## src/hw/rtl/idu_pkg.sv

```systemverilog
`default_nettype none

package idu_pkg;

    localparam int WORD_BITS = 64;
    localparam int DATA_WIDTH_DEF = 64;

    typedef enum logic [1:0] {
        ACT_SIGNED_QUO   = 2'd0,
        ACT_SIGNED_REM   = 2'd1,
        ACT_UNSIGNED_QUO = 2'd2,
        ACT_UNSIGNED_REM = 2'd3
    } t_action;

    typedef struct packed {
        t_action                action;
        logic [WORD_BITS-1:0]   dividend;
        logic [WORD_BITS-1:0]   divisor;
    } t_div_in;

    typedef struct packed {
        logic [WORD_BITS-1:0]   answer;
        logic                   divide_by_zero;
    } t_div_out;

    // Control that travels with each beat down the pipeline.
    typedef struct packed {
        logic valid;
        logic is_rem;
        logic neg_ans;
        logic dbz;
    } t_idu_ctl;

endpackage

`default_nettype wire

```

## src/hw/rtl/idu_step.sv

```systemverilog
`default_nettype none

module idu_step #(
    parameter int DATA_WIDTH = idu_pkg::DATA_WIDTH_DEF
) (
    input  wire                     i_clk,
    input  wire                     i_rst_n,
    input  wire idu_pkg::t_idu_ctl  i_ctl,
    input  wire [DATA_WIDTH-1:0]    i_rem,
    input  wire [DATA_WIDTH-1:0]    i_num,
    input  wire [DATA_WIDTH-1:0]    i_den,
    output idu_pkg::t_idu_ctl       o_ctl,
    output logic [DATA_WIDTH-1:0]   o_rem,
    output logic [DATA_WIDTH-1:0]   o_num,
    output logic [DATA_WIDTH-1:0]   o_den
);

    logic [DATA_WIDTH:0]   shifted;
    logic [DATA_WIDTH+1:0] diff;
    logic                  fits;
    logic [DATA_WIDTH-1:0] n_rem;
    logic [DATA_WIDTH-1:0] n_num;
    idu_pkg::t_idu_ctl     r_ctl;
    logic [DATA_WIDTH-1:0] r_rem;
    logic [DATA_WIDTH-1:0] r_num;
    logic [DATA_WIDTH-1:0] r_den;

    // The numerator shifts out its top bit into the remainder and takes the
    // new quotient bit at the bottom, so after all steps it holds the quotient.
    always_comb begin
        shifted = {i_rem, i_num[DATA_WIDTH-1]};
        diff    = {1'b0, shifted} - {2'b00, i_den};
        fits    = ~diff[DATA_WIDTH+1];
        n_rem   = fits ? diff[DATA_WIDTH-1:0] : shifted[DATA_WIDTH-1:0];
        n_num   = {i_num[DATA_WIDTH-2:0], fits};
    end

    always_ff @(posedge i_clk) begin
        if (!i_rst_n) begin
            r_ctl.valid <= 1'b0;
        end else begin
            r_ctl <= i_ctl;
        end
        r_rem <= n_rem;
        r_num <= n_num;
        r_den <= i_den;
    end

    assign o_ctl = r_ctl;
    assign o_rem = r_rem;
    assign o_num = r_num;
    assign o_den = r_den;

endmodule

`default_nettype wire

```

## config.mk

```make
export PLATFORM = sky130hd
export DESIGN_NAME = idu_step
export DESIGN_NICKNAME = d
export VERILOG_FILES = /design/src/hw/rtl/idu_pkg.sv /design/src/hw/rtl/idu_step.sv
export SDC_FILE = /design/constraint.sdc
export NUM_CORES = 1
export LEC_CHECK = 0
export BUFFER_PORTS_ARGS = -buffer_cell sky130_fd_sc_hd__buf_4
export CELL_PAD_IN_SITES_DETAIL_PLACEMENT = 0
export CELL_PAD_IN_SITES_GLOBAL_PLACEMENT = 1
export CORE_ASPECT_RATIO = 0.5
export CORE_MARGIN = 2
export CORE_UTILIZATION = 34
export DETAILED_ROUTE_END_ITERATION = 10
export PLACE_DENSITY_LB_ADDON = 0.15
export SLEW_MARGIN = 30
export SYNTH_ARGS = -nofsm -noshare
export SYNTH_HDL_FRONTEND = slang
export SYNTH_SLANG_ARGS = --single-unit
```

## constraint.sdc

```tcl
create_clock -name i_clk -period 4.2 [get_ports i_clk]
set_input_delay 0.84 -clock i_clk [delete_from_list [all_inputs] [get_ports i_clk]]
set_output_delay 0.84 -clock i_clk [all_outputs]
set_load 0.01 [all_outputs]
```

==> results of run 1 <==
area by class of cell:
| class | instances | area, sq um | area share |
|---|---|---|---|
| Multi-Input combinational cell | 631 | 4150 | 0.331 |
| Inverter | 86 | 323 | 0.0258 |
| Clock buffer | 17 | 425 | 0.0340 |
| Timing Repair Buffer | 403 | 3050 | 0.244 |
| Tap cell | 336 | 420 | 0.0336 |
| Clock inverter | 15 | 200 | 0.0160 |
| Sequential cell | 196 | 3950 | 0.316 |
stage by stage:
step | total power [mW] | hold WS [ns] | setup WS (ns) | std cells
2_1_floorplan | 2.89 | 0.868 | 0.737 | 940
3_3_place_gp | 3.55 | 0.945 | 0.0830 | 1652
3_5_place_dp | 3.56 | 0.946 | 0.00179 | 1652
4_1_cts | 5.26 | 0.453 | 0.479 | 1684
5_1_grt | 5.48 | 0.447 | 0.198 | 1684
6_report | 5.19 | 0.480 | 0.451 | 1684
cells in the final DEF (no fill, tap or decap), types with 7 or more instances in the layout:
cell type  instances
mux2_2             9
xnor2_1           31
o21bai_1          13
dfxtp_1          193
buf_4            401
ha_1              64
a21o_1            26
nand3_1           12
clkinv_8           7
o21ai_0           28
o21a_1             7
a21oi_1          133
a211oi_1           8
inv_1             86
a31oi_1           10
nor2_1            96
xor2_1            26
nand4_1           12
clkbuf_16         17
nand2_1           71
report_power, final:
group          switching [mW]  internal [mW]  leakage, nW
Combinational           0.704          0.683         4.18
Sequential             0.0564           2.07         1.66
Clock                   0.863          0.820        0.302
Total                    1.62           3.57         6.14
critical path, delay by kind of cell:
family	cells	cell delay, ns
compound gates	9	2.37
fa+ha+maj	2	0.57
simple gates	1	0.09
buf+inv	3	0.22
cell families after synthesis:
kind of cell               count (synthesis)  share of synthesized area
AOI/OAI and AO/OA                        268                      0.196
and+or+nand+nor                          227                      0.116
adders and majority gates                 65                     0.0959
DFF                                      196                      0.462
xor gates and xnor gates                  57                     0.0583
buffers and inverters                    113                     0.0535
muxes                                     14                     0.0181
synthesized netlist by cell type (3+ instances only):
master | number | area, sq um
and2_1 | 4 | 25.0
o21a_1 | 7 | 52.6
a31o_2 | 4 | 35.0
nand4_1 | 12 | 75.1
o21ai_0 | 28 | 140
or3_1 | 4 | 25.0
clkbuf_1 | 11 | 41.3
and3_1 | 6 | 37.5
o211ai_1 | 6 | 45.0
o21bai_1 | 13 | 97.6
buf_2 | 11 | 55.1
dfxtp_1 | 193 | 3860
a21oi_1 | 133 | 666
a21o_1 | 26 | 195
nand2_1 | 71 | 267
a211oi_1 | 8 | 60.1
nand3_1 | 12 | 60.1
nor2b_1 | 5 | 31.3
a31oi_1 | 10 | 62.6
buf_4 | 3 | 22.5
xnor2_1 | 31 | 272
nor2_1 | 96 | 360
xor2_1 | 26 | 228
mux2_1 | 3 | 33.8
inv_1 | 86 | 323
o21ai_1 | 3 | 15.0
ha_1 | 64 | 801
mux2_2 | 9 | 101
nor3_1 | 4 | 20.0
edfxtp_1 | 3 | 90.1
a221oi_1 | 3 | 26.3
o221ai_1 | 4 | 35.0
metal layers:
metal  track usage  vias to the layer above
li1              -                     4043
met1         0.253                     3709
met2         0.348                      191
met3        0.0491                       15
met4        0.0458                        0
met5             0                        -
sequential cells by signal, indices dropped and copies added, names as in the netlist:
signal and flops:
o_rem 64, o_den 64, o_ctl 4, o_num 64
path summary, 6_finish.rpt:
| check | startpoint | to | slack [ns] |
|---|---|---|---|
| setup / recovery | i_num[63] | o_rem[58]$_DFF_P_ | 0.45 |
| hold / removal | i_num[38] | o_num[39]$_DFF_P_ | 0.48 |
==> results_dict.tcl, run 1 <==
set metrics [dict create \
    ant_nets 0 \
    worst_path_most_repeated_cell "inv_1" \
    maxCapViolCount 0 \
    synthArstFlopShare 0 \
    finalHoldViolations 0 \
    period_needed_ns 3.75 \
    io_pins 394 \
    crit_type "in -> reg" \
    cts_sinks 196 \
    worstPathMaxFanout 5 \
    synth_seq_cells 196 \
    cts_resized 0 \
    setup_viol 0 \
    critical_path.max_stage_delay_ns 0.40 \
    slew_viol_final 0 \
    grt_pass1_wl_microns 41500 \
    fmax_ghz 0.267 \
    wl_met2_microns 13400 \
    diodes 0 \
    fillerInstances 2299 \
    cts_max_level 4 \
    syn_avg_cell_area_sq_um 9.10 \
    cts-root-buf "clkbuf_16" \
    rows 40 \
    area_delta_synth_final_pct 46.3 \
    path_clk_slew_ns 0.08 \
    crit_path_end_kind "register" \
    finalNetCount 1598 \
    critPathSlowestCell "fa_1" \
    cts_setup_buffers 0 \
    grt_usage 0.200 \
    port_buffers 393 \
    wirelength_microns 27000 \
    vias 7958 \
    slew_headroom 0.605 \
    grt_max_degree 50 \
    tns_ns 0 \
    tightestPinTransition_ns 0.587 \
    ys.warnings.count 0 \
    die_h_microns 116 \
    firstDrtPassIters 5 \
    syn_area_sq_um 8560 \
    avgViaCountPerCell 4.73 \
    drt_iter0_markers 385 \
    die_area_sq_um 26500 \
    crit_chain "buf_4 > inv_1 > ha_1 > inv_1 > fa_1 > a21o_1 > a31oi_1 > a2bb2oi_1 > a311oi_1 > o21ai_1 > o211ai_2 > a21oi_1 > o31a_1 > nand2_1 > a41o_1" \
    wire_per_inst_microns 16.0 \
    finalCritPeriodShare 0.893 \
    rsz0062_at_grt "false" \
    grt_overflow 0 \
    crit_arrival_ns 4.10 \
    clock_path_buffers 2 \
    final_util 0.514 \
    syn_nets 1203 \
    cts_tree "built" \
    min_path_cells 1 \
    die_w_microns 228 \
    drc 0 \
    top_layer_used "met4" \
    status "completed" \
    place_congestion 0.825 \
    power_density_nw_per_um2 415 \
    antenna_found_initial 0 \
    startpoint_type "input port" \
    hp-class "in -> reg" \
    start_util 0.351 \
    grt_pass1_vias 7816 \
    synth_edf_count 3 \
    route.layer.met1.wl_microns 12100 \
    worstPathRequired_ns 4.55 \
    wl_met3_microns 1220 \
    cts_buffers 17 \
    core_area_sq_um 24400 \
    postPlaceCellArea_sq_um 11900 \
    ir_drop_v 0.000218 \
    dp_hpwl_microns 22300 \
    p_leak_nw 6.14 \
    synth_ff_type "dfxtp_1" \
    cts_hold_buf 0 \
    fin_area_sq_um 12500 \
    ys_seq_area_frac 0.462 \
    layout-drive-gt1-share 0.339 \
    netlist_instances 940 \
    ys_types 61 \
]
Note: power is estimated with default switching activity, not from simulation.
==> run 2: changes to the inputs <==
--- a/config.mk
+++ b/config.mk
@@ -9,7 +9,6 @@
 export CELL_PAD_IN_SITES_DETAIL_PLACEMENT = 0
 export CELL_PAD_IN_SITES_GLOBAL_PLACEMENT = 1
 export CORE_ASPECT_RATIO = 0.5
-export CORE_MARGIN = 2
 export CORE_UTILIZATION = 34
 export DETAILED_ROUTE_END_ITERATION = 10
 export PLACE_DENSITY_LB_ADDON = 0.15
==> constraint.sdc (replaced) <==
create_clock -name i_clk -period 4.2 [get_ports i_clk]
set_input_delay 0.42 -clock i_clk [delete_from_list [all_inputs] [get_ports i_clk]]
set_output_delay 0.42 -clock i_clk [all_outputs]
set_load 0.01 [all_outputs]
==> run 2 against run 1 <==
Global-route usage increased by 0.81 points. Worst hold slack got worse by 0.42 ns. Total power decreased by 0.75%. Critical endpoint unchanged.
==> results_dict.tcl, run 2 (same netlist as run 1, synthesis figures left out) <==
set metrics [dict create \
    postPlaceCellArea_sq_um 11900 \
    crit_path_end_kind "register" \
    ant_nets 0 \
    p_leak_nw 6.12 \
    clock_path_buffers 2 \
    period_needed_ns 3.50 \
    port_buffers 393 \
    grt_max_degree 53 \
    die_area_sq_um 25800 \
    drc 0 \
    tns_ns 0 \
    cts_max_level 4 \
    maxCapViolCount 0 \
    cts_tree "built" \
    path_clk_slew_ns 0.08 \
    wirelength_microns 27200 \
    cts-root-buf "clkbuf_16" \
    hp-class "in -> reg" \
    grt_pass1_wl_microns 41200 \
    dp_hpwl_microns 22300 \
    final_cell_mix "buf_4 (400), dfxtp_1 (193), a21oi_1 (133), nor2_1 (96), inv_1 (86)" \
    start_util 0.352 \
    vias 7958 \
    avgViaCountPerCell 4.73 \
    die_h_microns 114 \
    cts_buffers 17 \
    wire_per_inst_microns 16.1 \
    fmax_ghz 0.286 \
    cts_setup_buffers 0 \
    layout-drive-gt1-share 0.338 \
    finalNetCount 1596 \
    grt_pass1_vias 7702 \
    cts_hold_buf 0 \
    area_delta_synth_final_pct 45.7 \
    grt_usage 0.208 \
    final_common_cell "buf_4" \
    fin_area_sq_um 12500 \
    diodes 0 \
    worstPathMaxFanout 5 \
    core_area_sq_um 24300 \
    status "completed" \
    rows 40 \
    top_layer_used "met4" \
    firstDrtPassIters 4 \
    io_pins 394 \
    crit_arrival_ns 3.85 \
    antenna_found_initial 0 \
    cts_sinks 196 \
    power_density_nw_per_um2 413 \
    finalHoldViolations 0 \
    worstPathRequired_ns 4.56 \
    ir_drop_v 0.000281 \
    finalCritPeriodShare 0.832 \
    crit_type "in -> reg" \
    grt_overflow 0 \
    drt_iter0_markers 349 \
    wl_met2_microns 13100 \
    wl_met3_microns 1640 \
    final_util 0.513 \
    tightestPinTransition_ns 0.738 \
    cts_resized 0 \
    setup_viol 0 \
    route.layer.met1.wl_microns 12100 \
    rsz0062_at_grt "false" \
    slew_headroom 0.508 \
    startpoint_type "input port" \
    die_w_microns 226 \
    slew_viol_final 0 \
    place_congestion 0.842 \
]
run 2: changes by cell type in the layout (fill, tap and decap cells not counted), sizes merged:
cell | previous run | this run
buf | 403 | 401
clkinv | 8 | 7
clkinvlp | 0 | 1
run 2: metrics by stage:
| stage | instances | worst slack (ns) | total power, mW | hold WS, ns |
|---|---|---|---|---|
| 2_1_floorplan | 940 | 1.16 | 2.89 | 0.448 |
| 3_3_place_gp | 1650 | 0.281 | 3.55 | 0.525 |
| 3_5_place_dp | 1650 | 0.278 | 3.55 | 0.526 |
| 4_1_cts | 1682 | 0.776 | 5.22 | 0.0295 |
| 5_1_grt | 1682 | 0.551 | 5.44 | 0.0232 |
| 6_report | 1682 | 0.704 | 5.15 | 0.0595 |
run 2: power breakdown:
part / internal [mW] / switching, mW
sequential: 2.07 / 0.0572
clock: 0.809 / 0.838
combinational: 0.678 / 0.705
total: 3.55 / 1.60
run 2: area by class of cell:
class	instances	area (sq um)
well taps	336	420
flip-flops and latches	196	3950
repair buffers	401	3020
clock inverters	15	181
fillers	2363	11900
multi-input cells	631	4150
inverters	86	323
clock buffers	17	425
run 2: final timing paths:
kind                      start                end  slack, ns  cells past startpoint
worst max-delay path  i_num[63]  o_rem[58]$_DFF_P_       0.70                     15
worst min-delay path  i_num[14]  o_num[15]$_DFF_P_       0.06                      1
run 2: layer usage:
| layer | global-route usage | up-vias |
|---|---|---|
| li1 | - | 4026 |
| met1 | 0.259 | 3709 |
| met2 | 0.355 | 200 |
| met3 | 0.0577 | 23 |
| met4 | 0.0514 | 0 |
| met5 | 0 | - |
run 2: critical path: stages:
cell and delay (ns):
buf_4 0.11, inv_1 0.04, ha_1 0.15, inv_1 0.05, fa_1 0.41, a21o_1 0.24, a31oi_1 0.30, a2bb2oi_1 0.31
a311oi_1 0.21, o21ai_1 0.45, o211ai_2 0.19, a21oi_1 0.29, o31a_1 0.34, nand2_1 0.10, a41o_1 0.23
