$ cat src/hw/rtl/idu_pkg.sv
`default_nettype none

package idu_pkg;

    localparam int WORD_BITS = 64;
    localparam int DATA_WIDTH_DEF = 64;

    typedef enum logic [1:0] {
        ACT_SIGNED_QUO   = 2'd0,
        ACT_SIGNED_REM   = 2'd1,
        ACT_UNSIGNED_QUO = 2'd2,
        ACT_UNSIGNED_REM = 2'd3
    } t_action;

    typedef struct packed {
        t_action                action;
        logic [WORD_BITS-1:0]   dividend;
        logic [WORD_BITS-1:0]   divisor;
    } t_div_in;

    typedef struct packed {
        logic [WORD_BITS-1:0]   answer;
        logic                   divide_by_zero;
    } t_div_out;

    // Control that travels with each beat down the pipeline.
    typedef struct packed {
        logic valid;
        logic is_rem;
        logic neg_ans;
        logic dbz;
    } t_idu_ctl;

endpackage

`default_nettype wire

$ cat src/hw/rtl/idu_prep.sv
`default_nettype none

module idu_prep #(
    parameter int DATA_WIDTH = idu_pkg::DATA_WIDTH_DEF
) (
    input  wire                     i_clk,
    input  wire                     i_rst_n,
    input  wire                     i_load,
    input  wire idu_pkg::t_div_in   i_operand,
    output idu_pkg::t_idu_ctl       o_ctl,
    output logic [DATA_WIDTH-1:0]   o_num,
    output logic [DATA_WIDTH-1:0]   o_den
);

    logic [DATA_WIDTH-1:0] a_raw;
    logic [DATA_WIDTH-1:0] b_raw;
    logic                  is_signed;
    logic                  a_neg;
    logic                  b_neg;
    logic                  is_rem;
    idu_pkg::t_idu_ctl     n_ctl;
    logic [DATA_WIDTH-1:0] n_num;
    logic [DATA_WIDTH-1:0] n_den;
    idu_pkg::t_idu_ctl     r_ctl;
    logic [DATA_WIDTH-1:0] r_num;
    logic [DATA_WIDTH-1:0] r_den;

    always_comb begin
        a_raw     = i_operand.dividend[DATA_WIDTH-1:0];
        b_raw     = i_operand.divisor[DATA_WIDTH-1:0];
        is_signed = (i_operand.action == idu_pkg::ACT_SIGNED_QUO) ||
                    (i_operand.action == idu_pkg::ACT_SIGNED_REM);
        is_rem    = (i_operand.action == idu_pkg::ACT_SIGNED_REM) ||
                    (i_operand.action == idu_pkg::ACT_UNSIGNED_REM);
        a_neg     = is_signed & a_raw[DATA_WIDTH-1];
        b_neg     = is_signed & b_raw[DATA_WIDTH-1];
        n_num     = a_neg ? (~a_raw + 1'b1) : a_raw;
        n_den     = b_neg ? (~b_raw + 1'b1) : b_raw;

        n_ctl.valid   = i_load;
        n_ctl.is_rem  = is_rem;
        // A remainder follows the dividend's sign; a quotient is negative when signs differ.
        n_ctl.neg_ans = is_rem ? a_neg : (a_neg ^ b_neg);
        n_ctl.dbz     = (b_raw == '0);
    end

    always_ff @(posedge i_clk) begin
        if (!i_rst_n) begin
            r_ctl.valid <= 1'b0;
        end else begin
            r_ctl <= n_ctl;
        end
        r_num <= n_num;
        r_den <= n_den;
    end

    assign o_ctl = r_ctl;
    assign o_num = r_num;
    assign o_den = r_den;

endmodule

`default_nettype wire

$ cat config.mk
export PLATFORM = sky130hd
export DESIGN_NAME = idu_prep
export DESIGN_NICKNAME = d
export VERILOG_FILES = /design/src/hw/rtl/idu_pkg.sv /design/src/hw/rtl/idu_prep.sv
export SDC_FILE = /design/constraint.sdc
export NUM_CORES = 1
export LEC_CHECK = 0
export BUFFER_PORTS_ARGS = -buffer_cell sky130_fd_sc_hd__buf_4
export CAP_MARGIN = 25
export CORE_ASPECT_RATIO = 1.5
export CORE_MARGIN = 1
export CORE_UTILIZATION = 47
export CTS_CLUSTER_SIZE = 8
export DETAILED_ROUTE_END_ITERATION = 8
export PLACE_DENSITY_LB_ADDON = 0.25
export SLEW_MARGIN = 20
export SYNTH_ARGS = -nofsm -noshare
export SYNTH_HDL_FRONTEND = slang
export SYNTH_SLANG_ARGS = --single-unit
$ cat constraint.sdc
create_clock -name i_clk -period 2.57 [get_ports i_clk]
set_input_delay 0.1285 -clock i_clk [delete_from_list [all_inputs] [get_ports i_clk]]
set_output_delay 0.1285 -clock i_clk [all_outputs]
set_load 0.02 [all_outputs]
==> impl_metrics.py, run 1 <==
metrics = {
    "clocking": {
        "cts_max_level": 4,
        "postCtsResizedCells": 0,
        "root_buffer": "clkbuf_16",
        "path_clk_slew_ns": 0.06,
        "cts_setup_buffers": 0,
        "clk_path_buf_depth": 2,
        "numCtsBuffers": 17,
        "tritoncts": "done",
        "hold_buffers": 118,
        "cts.sinks": 132,
    },
    "finish": {
        "fill_cells": 682,
        "final_nets": 1134,
        "final-seq-area_um2": 2670,
        "layout_commonest_cell": "buf_4",
        "multi_input_area_um2": 2940,
        "drive_gt1_share_pct": 32.9,
        "antenna_cells": 0,
        "area_growth_pct": 70.1,
        "final_cell_mix": "buf_4, dfxtp_1, dlygate4sd3_1",
    },
    "synth": {
        "synthesis.area_um2": 5750,
        "synth-seq-cells": 132,
        "synthCells": 601,
        "yosys_warnings": 0,
        "synthArstFlopShare_pct": 0,
        "postSynthNetCount": 736,
        "synth_edf_count": 3,
        "synth-seq-area-share_pct": 46.5,
        "syn_avg_cell_area_um2": 9.57,
        "synth_cell_types": 45,
        "synthFlopType": "dfxtp_1",
    },
    "routing": {
        "via_count": 6443,
        "viasPerCell": 5.53,
        "drt_wl_total_um": 22100,
        "wl_per_cell_um": 19.0,
        "drc": 0,
        "drtIter0Drc": 309,
        "antenna_left": 0,
        "dr.pass1.iters": 5,
    },
    "power_and_ir_drop": {
        "p_comb_share_pct": 22.1,
        "sw_frac_of_total_pct": 27.6,
        "max-vdd-ir-drop_v": 0.000604,
        "p_leak_nw": 4.40,
        "powerDensity_nw_per_um2": 646,
        "p_int_w": 0.00457,
        "p_clk_share_pct": 40.7,
        "p_sw_w": 0.00174,
        "power_frac_seq_pct": 37.2,
    },
    "job": {
        "max_cap_viol_count": 0,
    },
    "setup_path": {
        "cp_num_buf_inv": 2,
        "startpoint_type": "primary input",
        "cp.arrival_ns": 2.64,
        "required_ns": 2.76,
        "cp_top_family": "simple AND/OR/NAND/NOR gates",
        "crit_chain": "dlygate4sd3_1 -> buf_4 -> or4_1 -> or3_1 -> nor3_2 -> nand2_1 -> nor4_1",
        "cp_slowest_stage_delay_ns": 0.56,
        "cp_slowest_cell": "or4_1",
        "endpoint_kind": "flop",
        "crit_path_max_fanout": 7,
        "critPathKind": "primary input to flop",
    },
    "die": {
        "ios": 265,
        "die_width_um": 92.3,
        "rows": 49,
        "dieArea_um2": 12700,
        "core-area_um2": 12000,
        "start_util_pct": 48.1,
        "die_h_um": 138,
    },
    "outcome": {
        "status": "finished, final reports clean",
    },
    "min_path": {
        "worstHoldStart": "i_operand[83]",
        "hold_path_end": "o_num[19]$_DFF_P_",
        "min_path_type": "primary input to flop",
        "holdPathStages": 3,
    },
    "place": {
        "gp_congestion": 0.884,
        "hpwlAfterDp_um": 14000,
        "io_buffers": 264,
    },
    "timing": {
        "rsz0062_at_grt": "false",
        "hold_viol": 0,
        "setup_violations": 0,
        "relSlewSlack_pct": 38.4,
        "period_share_pct": 95.4,
        "slew_viol_final": 0,
        "max_freq_ghz": 0.408,
        "period_needed_ns": 2.45,
        "fin_tns_setup_ns": 0,
        "hold_slack_ns": 0.0235,
        "tightest_slew_ns": 0.924,
    },
    "global_routing": {
        "grt_max_degree": 47,
        "grt_pass1_vias": 6760,
        "grt_pass1_wl_um": 33600,
        "grt_overflow": 0,
        "grt_usage_pct": 34.7,
        "antenna_found_initial": 0,
    },
}
-- tightest hold or removal path: cells and delay by family --
kind      cells  cell delay [ns]
buf+inv       2             0.14
xor+xnor      1             0.12
-- kinds of logic (layout without fill, tap and decap cells) --
family	after synthesis	count (layout)	synth area share [%]
and+or+nand+nor	199	199	20.2
DFF	132	132	46.5
xor gates and xnor gates	123	123	18.7
AOI/OAI and AO/OA	108	108	11.7
buffers and inverters	37	448	2.46
adders and majority gates	2	2	0.435
-- stage by stage --
stage	instances	total power [W]	setup WS [ns]	cell area [um^2]	util [%]
floorplan	601	0.00292	0.711	5750	-
global placement	1015	0.00356	0.394	7980	66.7
detailed placement	1015	0.00359	0.320	7980	66.7
CTS	1165	0.00627	0.181	9790	81.9
global route	1165	0.00652	0.0241	9790	81.9
finish	1165	0.00632	0.118	9790	81.9
-- synthesized netlist by cell type, types with 2 or more instances --
library cell / n / area [um^2]
a21oi_1: 42 / 210
a31oi_1: 28 / 175
a41oi_1: 6 / 52.6
and2_1: 3 / 18.8
and3_1: 3 / 18.8
buf_2: 2 / 10.0
clkbuf_1: 17 / 63.8
dfxtp_1: 129 / 2580
edfxtp_1: 3 / 90.1
ha_1: 2 / 25.0
inv_1: 18 / 67.6
nand2_1: 25 / 93.8
nand2b_1: 2 / 12.5
nand3_1: 5 / 25.0
nand4_1: 4 / 25.0
nand4_2: 3 / 37.5
nand4b_1: 2 / 17.5
nor2_1: 57 / 214
nor2b_1: 5 / 31.3
nor3_1: 34 / 170
nor3_2: 3 / 30.0
nor4_1: 16 / 100
nor4_2: 5 / 62.6
nor4b_1: 5 / 43.8
o21ai_0: 12 / 60.1
o31a_1: 2 / 17.5
o31ai_1: 9 / 67.6
o41ai_1: 4 / 35.0
or3_1: 8 / 50.1
or4_1: 10 / 75.1
or4_4: 2 / 22.5
xnor2_1: 43 / 377
xor2_1: 80 / 701
-- per-layer routing --
layer / vias up / routed length (um) / global-route usage (%)
met5: - / 0 / 0
met4: 0 / 1130 / 21.2
met3: 98 / 1720 / 8.83
met2: 405 / 12000 / 66.0
met1: 3015 / 7270 / 32.8
li1: 2925 / - / -
-- area by class of cell --
cell class	instances	area share [%]
clock buffers	21	4.92
clock inverters	11	1.52
inverters	18	0.690
multi-input cells	432	30.1
flip-flops and latches	132	27.3
well taps	153	1.96
repair buffers	398	33.5
-- power by group through the flow --
stage / registers (W) / clock network, W / logic (W)
3_3_place_gp: 0.00238 / 0 / 0.00118
4_1_cts: 0.00234 / 0.00258 / 0.00136
3_5_place_dp: 0.00238 / 0 / 0.00120
5_1_grt: 0.00237 / 0.00269 / 0.00146
2_1_floorplan: 0.00265 / 0 / 0.000275
6_report: 0.00235 / 0.00257 / 0.00139
-- worst max path at each step --
stage / endpoint / from / slack [ns] / cells past startpoint
global placement: o_ctl[0]$_DFFE_PP_ / i_operand[53] / 0.39 / 6
floorplan: o_den[60]$_DFF_P_ / i_operand[7] / 0.71 / 6
finish: o_ctl[0]$_DFFE_PP_ / i_operand[52] / 0.12 / 7
detailed placement: o_ctl[0]$_DFFE_PP_ / i_operand[53] / 0.32 / 6
CTS: o_ctl[0]$_DFFE_PP_ / i_operand[53] / 0.18 / 7
global route: o_ctl[0]$_DFFE_PP_ / i_operand[52] / 0.02 / 7
-- registers in the layout, summed over array words and instances, names as in the netlist --
signal	cells
o_num	64
o_ctl	4
o_den	64
(Power assumes the default switching activity.)
==> run 2: changes to the inputs <==
--- a/config.mk
+++ b/config.mk
@@ -12,8 +12,7 @@
 export CORE_UTILIZATION = 47
 export CTS_CLUSTER_SIZE = 8
 export DETAILED_ROUTE_END_ITERATION = 8
-export PLACE_DENSITY_LB_ADDON = 0.25
-export SLEW_MARGIN = 20
+export PLACE_DENSITY = 0.8
 export SYNTH_ARGS = -nofsm -noshare
 export SYNTH_HDL_FRONTEND = slang
 export SYNTH_SLANG_ARGS = --single-unit
==> run 2 against run 1 <==
Critical path depth up 1. Critical path type unchanged. Count of clock-buffer cells in the layout down 1. Setup slack worse by 0.039 ns. Worst hold slack worse by 0.0074 ns. Die area unchanged. Non-clock buffer count unchanged. Clock power down 9.7%.
==> impl_metrics.py, run 2 (synthesis results as in run 1) <==
metrics = {
    "finish": {
        "final_nets": 1134,
        "area_growth_pct": 69.1,
        "drive_gt1_share_pct": 32.9,
        "layout_commonest_cell": "buf_4",
        "final_cell_mix": "buf_4, dfxtp_1, dlygate4sd3_1",
        "antenna_cells": 0,
    },
    "die": {
        "dieArea_um2": 12700,
        "die_width_um": 92.3,
        "die_h_um": 138,
        "core-area_um2": 12000,
        "ios": 265,
        "start_util_pct": 48.1,
        "rows": 49,
    },
    "routing": {
        "via_count": 6497,
        "drtIter0Drc": 294,
        "drt_wl_total_um": 22500,
        "wl_per_cell_um": 19.3,
        "viasPerCell": 5.58,
        "dr.pass1.iters": 5,
        "antenna_left": 0,
        "drc": 0,
    },
    "setup_path": {
        "crit_path_max_fanout": 14,
        "cp.arrival_ns": 2.77,
        "crit_chain": "dlygate4sd3_1 -> buf_4 -> nor4_1 -> nand4b_1 -> nor4b_4 -> buf_4 -> a41oi_1 -> xor2_1",
        "required_ns": 2.85,
        "cp_slowest_stage_delay_ns": 0.54,
        "crit_end": "o_den[43]$_DFF_P_",
        "critPathLaunch": "i_operand[35]",
        "startpoint_type": "primary input",
        "cp_slowest_cell": "dlygate4sd3_1",
        "endpoint_kind": "flop",
        "critPathKind": "primary input to flop",
        "cp_common_cell": "buf_4",
    },
    "timing": {
        "period_share_pct": 96.9,
        "setup_violations": 0,
        "period_needed_ns": 2.49,
        "relSlewSlack_pct": 56.1,
        "hold_slack_ns": 0.0161,
        "slew_viol_final": 0,
        "fin_tns_setup_ns": 0,
        "tightest_slew_ns": 0.650,
        "hold_viol": 0,
        "setup_slack_ns": 0.0787,
        "max_freq_ghz": 0.401,
    },
    "place": {
        "io_buffers": 264,
        "hpwlAfterDp_um": 14200,
        "gp_congestion": 0.898,
        "place_ws_ns": 0.299,
    },
    "power_and_ir_drop": {
        "power_frac_seq_pct": 38.7,
        "p_comb_share_pct": 23.1,
        "sw_frac_of_total_pct": 28.8,
        "p_clk_share_pct": 38.2,
        "p_leak_nw": 4.38,
        "max-vdd-ir-drop_v": 0.000439,
        "p_int_w": 0.00432,
        "p_sw_w": 0.00175,
        "powerDensity_nw_per_um2": 624,
    },
    "min_path": {
        "min_path_type": "primary input to flop",
    },
    "clocking": {
        "tritoncts": "done",
        "cts_max_level": 4,
        "cts.sinks": 132,
        "numCtsBuffers": 17,
        "root_buffer": "clkbuf_16",
        "clk_path_buf_depth": 2,
        "path_clk_slew_ns": 0.06,
    },
    "job": {
        "max_cap_viol_count": 0,
    },
    "global_routing": {
        "grt_pass1_wl_um": 33700,
        "grt_overflow": 0,
        "grtUsageMet3_pct": 9.44,
        "grt_usage_pct": 34.5,
        "grt_most_used_layer": "met2",
        "globalRouteMet2Util_pct": 64.8,
        "antenna_found_initial": 0,
        "grt_max_degree": 42,
        "use_met1_pct": 33.8,
        "grt_pass1_vias": 6699,
    },
    "outcome": {
        "status": "finished, final reports clean",
    },
}
==> run 2: cell count changes in the layout (fill, tap and decap cells not counted), sizes merged <==
cell and change:
bufinv -2, clkinvlp +2, buf +1, clkbuf -1
dlygate4sd3 -1, inv +1
==> run 2: worst min-delay path by stage <==
| stage | start | depth (start not counted) | slack [ns] | to |
|---|---|---|---|---|
| floorplan | i_operand[0] | 0 | 0.16 | o_den[0]$_DFF_P_ |
| detailed placement | i_operand[0] | 1 | 0.27 | o_den[0]$_DFF_P_ |
| finish | i_operand[100] | 2 | 0.02 | o_num[36]$_DFF_P_ |
| global route | i_operand[100] | 2 | 0.005 | o_num[36]$_DFF_P_ |
| global placement | i_operand[0] | 1 | 0.26 | o_den[0]$_DFF_P_ |
| CTS | i_operand[42] | 3 | 0.007 | o_den[42]$_DFF_P_ |
==> run 2: through the flow <==
stage	power (W)	cells	util [%]	cell area, um^2
2_1_floorplan	0.00292	601	-	5750
3_3_place_gp	0.00357	1015	66.7	7970
3_5_place_dp	0.00359	1015	66.7	7970
4_1_cts	0.00603	1164	81.2	9710
5_1_grt	0.00628	1165	81.4	9730
6_report	0.00607	1165	81.4	9730
==> run 2: cell type report <==
class / instances / area (um^2)
Clock inverter: 12 / 105
Clock buffer: 20 / 458
Inverter: 18 / 67.6
Sequential cell: 132 / 2670
Timing Repair Buffer: 398 / 3280
Fill cell: 637 / 2230
Tap cell: 153 / 191
Multi-Input combinational cell: 432 / 2950
==> run 2: worst max-delay path, delay by kind of cell <==
kind,cells,cell delay [ns]
xor gates and xnor gates,1,0.19
AOI/OAI and AO/OA,1,0.20
and+or+nand+nor,3,1.31
buffers and inverters,3,0.93
==> run 2: power groups by stage <==
stage,clock [W],combinational [W],sequential [W]
detailed placement,0,0.00121,0.00238
global route,0.00245,0.00147,0.00237
CTS,0.00233,0.00136,0.00234
floorplan,0,0.000275,0.00265
finish,0.00232,0.00140,0.00235
global placement,0,0.00119,0.00238
==> run 2: layer usage <==
layer	share of wire (%)	up-vias
met1	33	3022
met3	8.9	106
met2	53	449
li1	-	2920
met5	0	-
met4	5.1	0
==> run 2: timing repair <==
action / 4_1_cts / 5_1_grt
endpoints found under the hold margin: 118 / 0
endpoints found under the setup margin: 0 / 8
hold buffers: 117 / 0
setup buffers: 0 / 1
resized for setup: 0 / 2
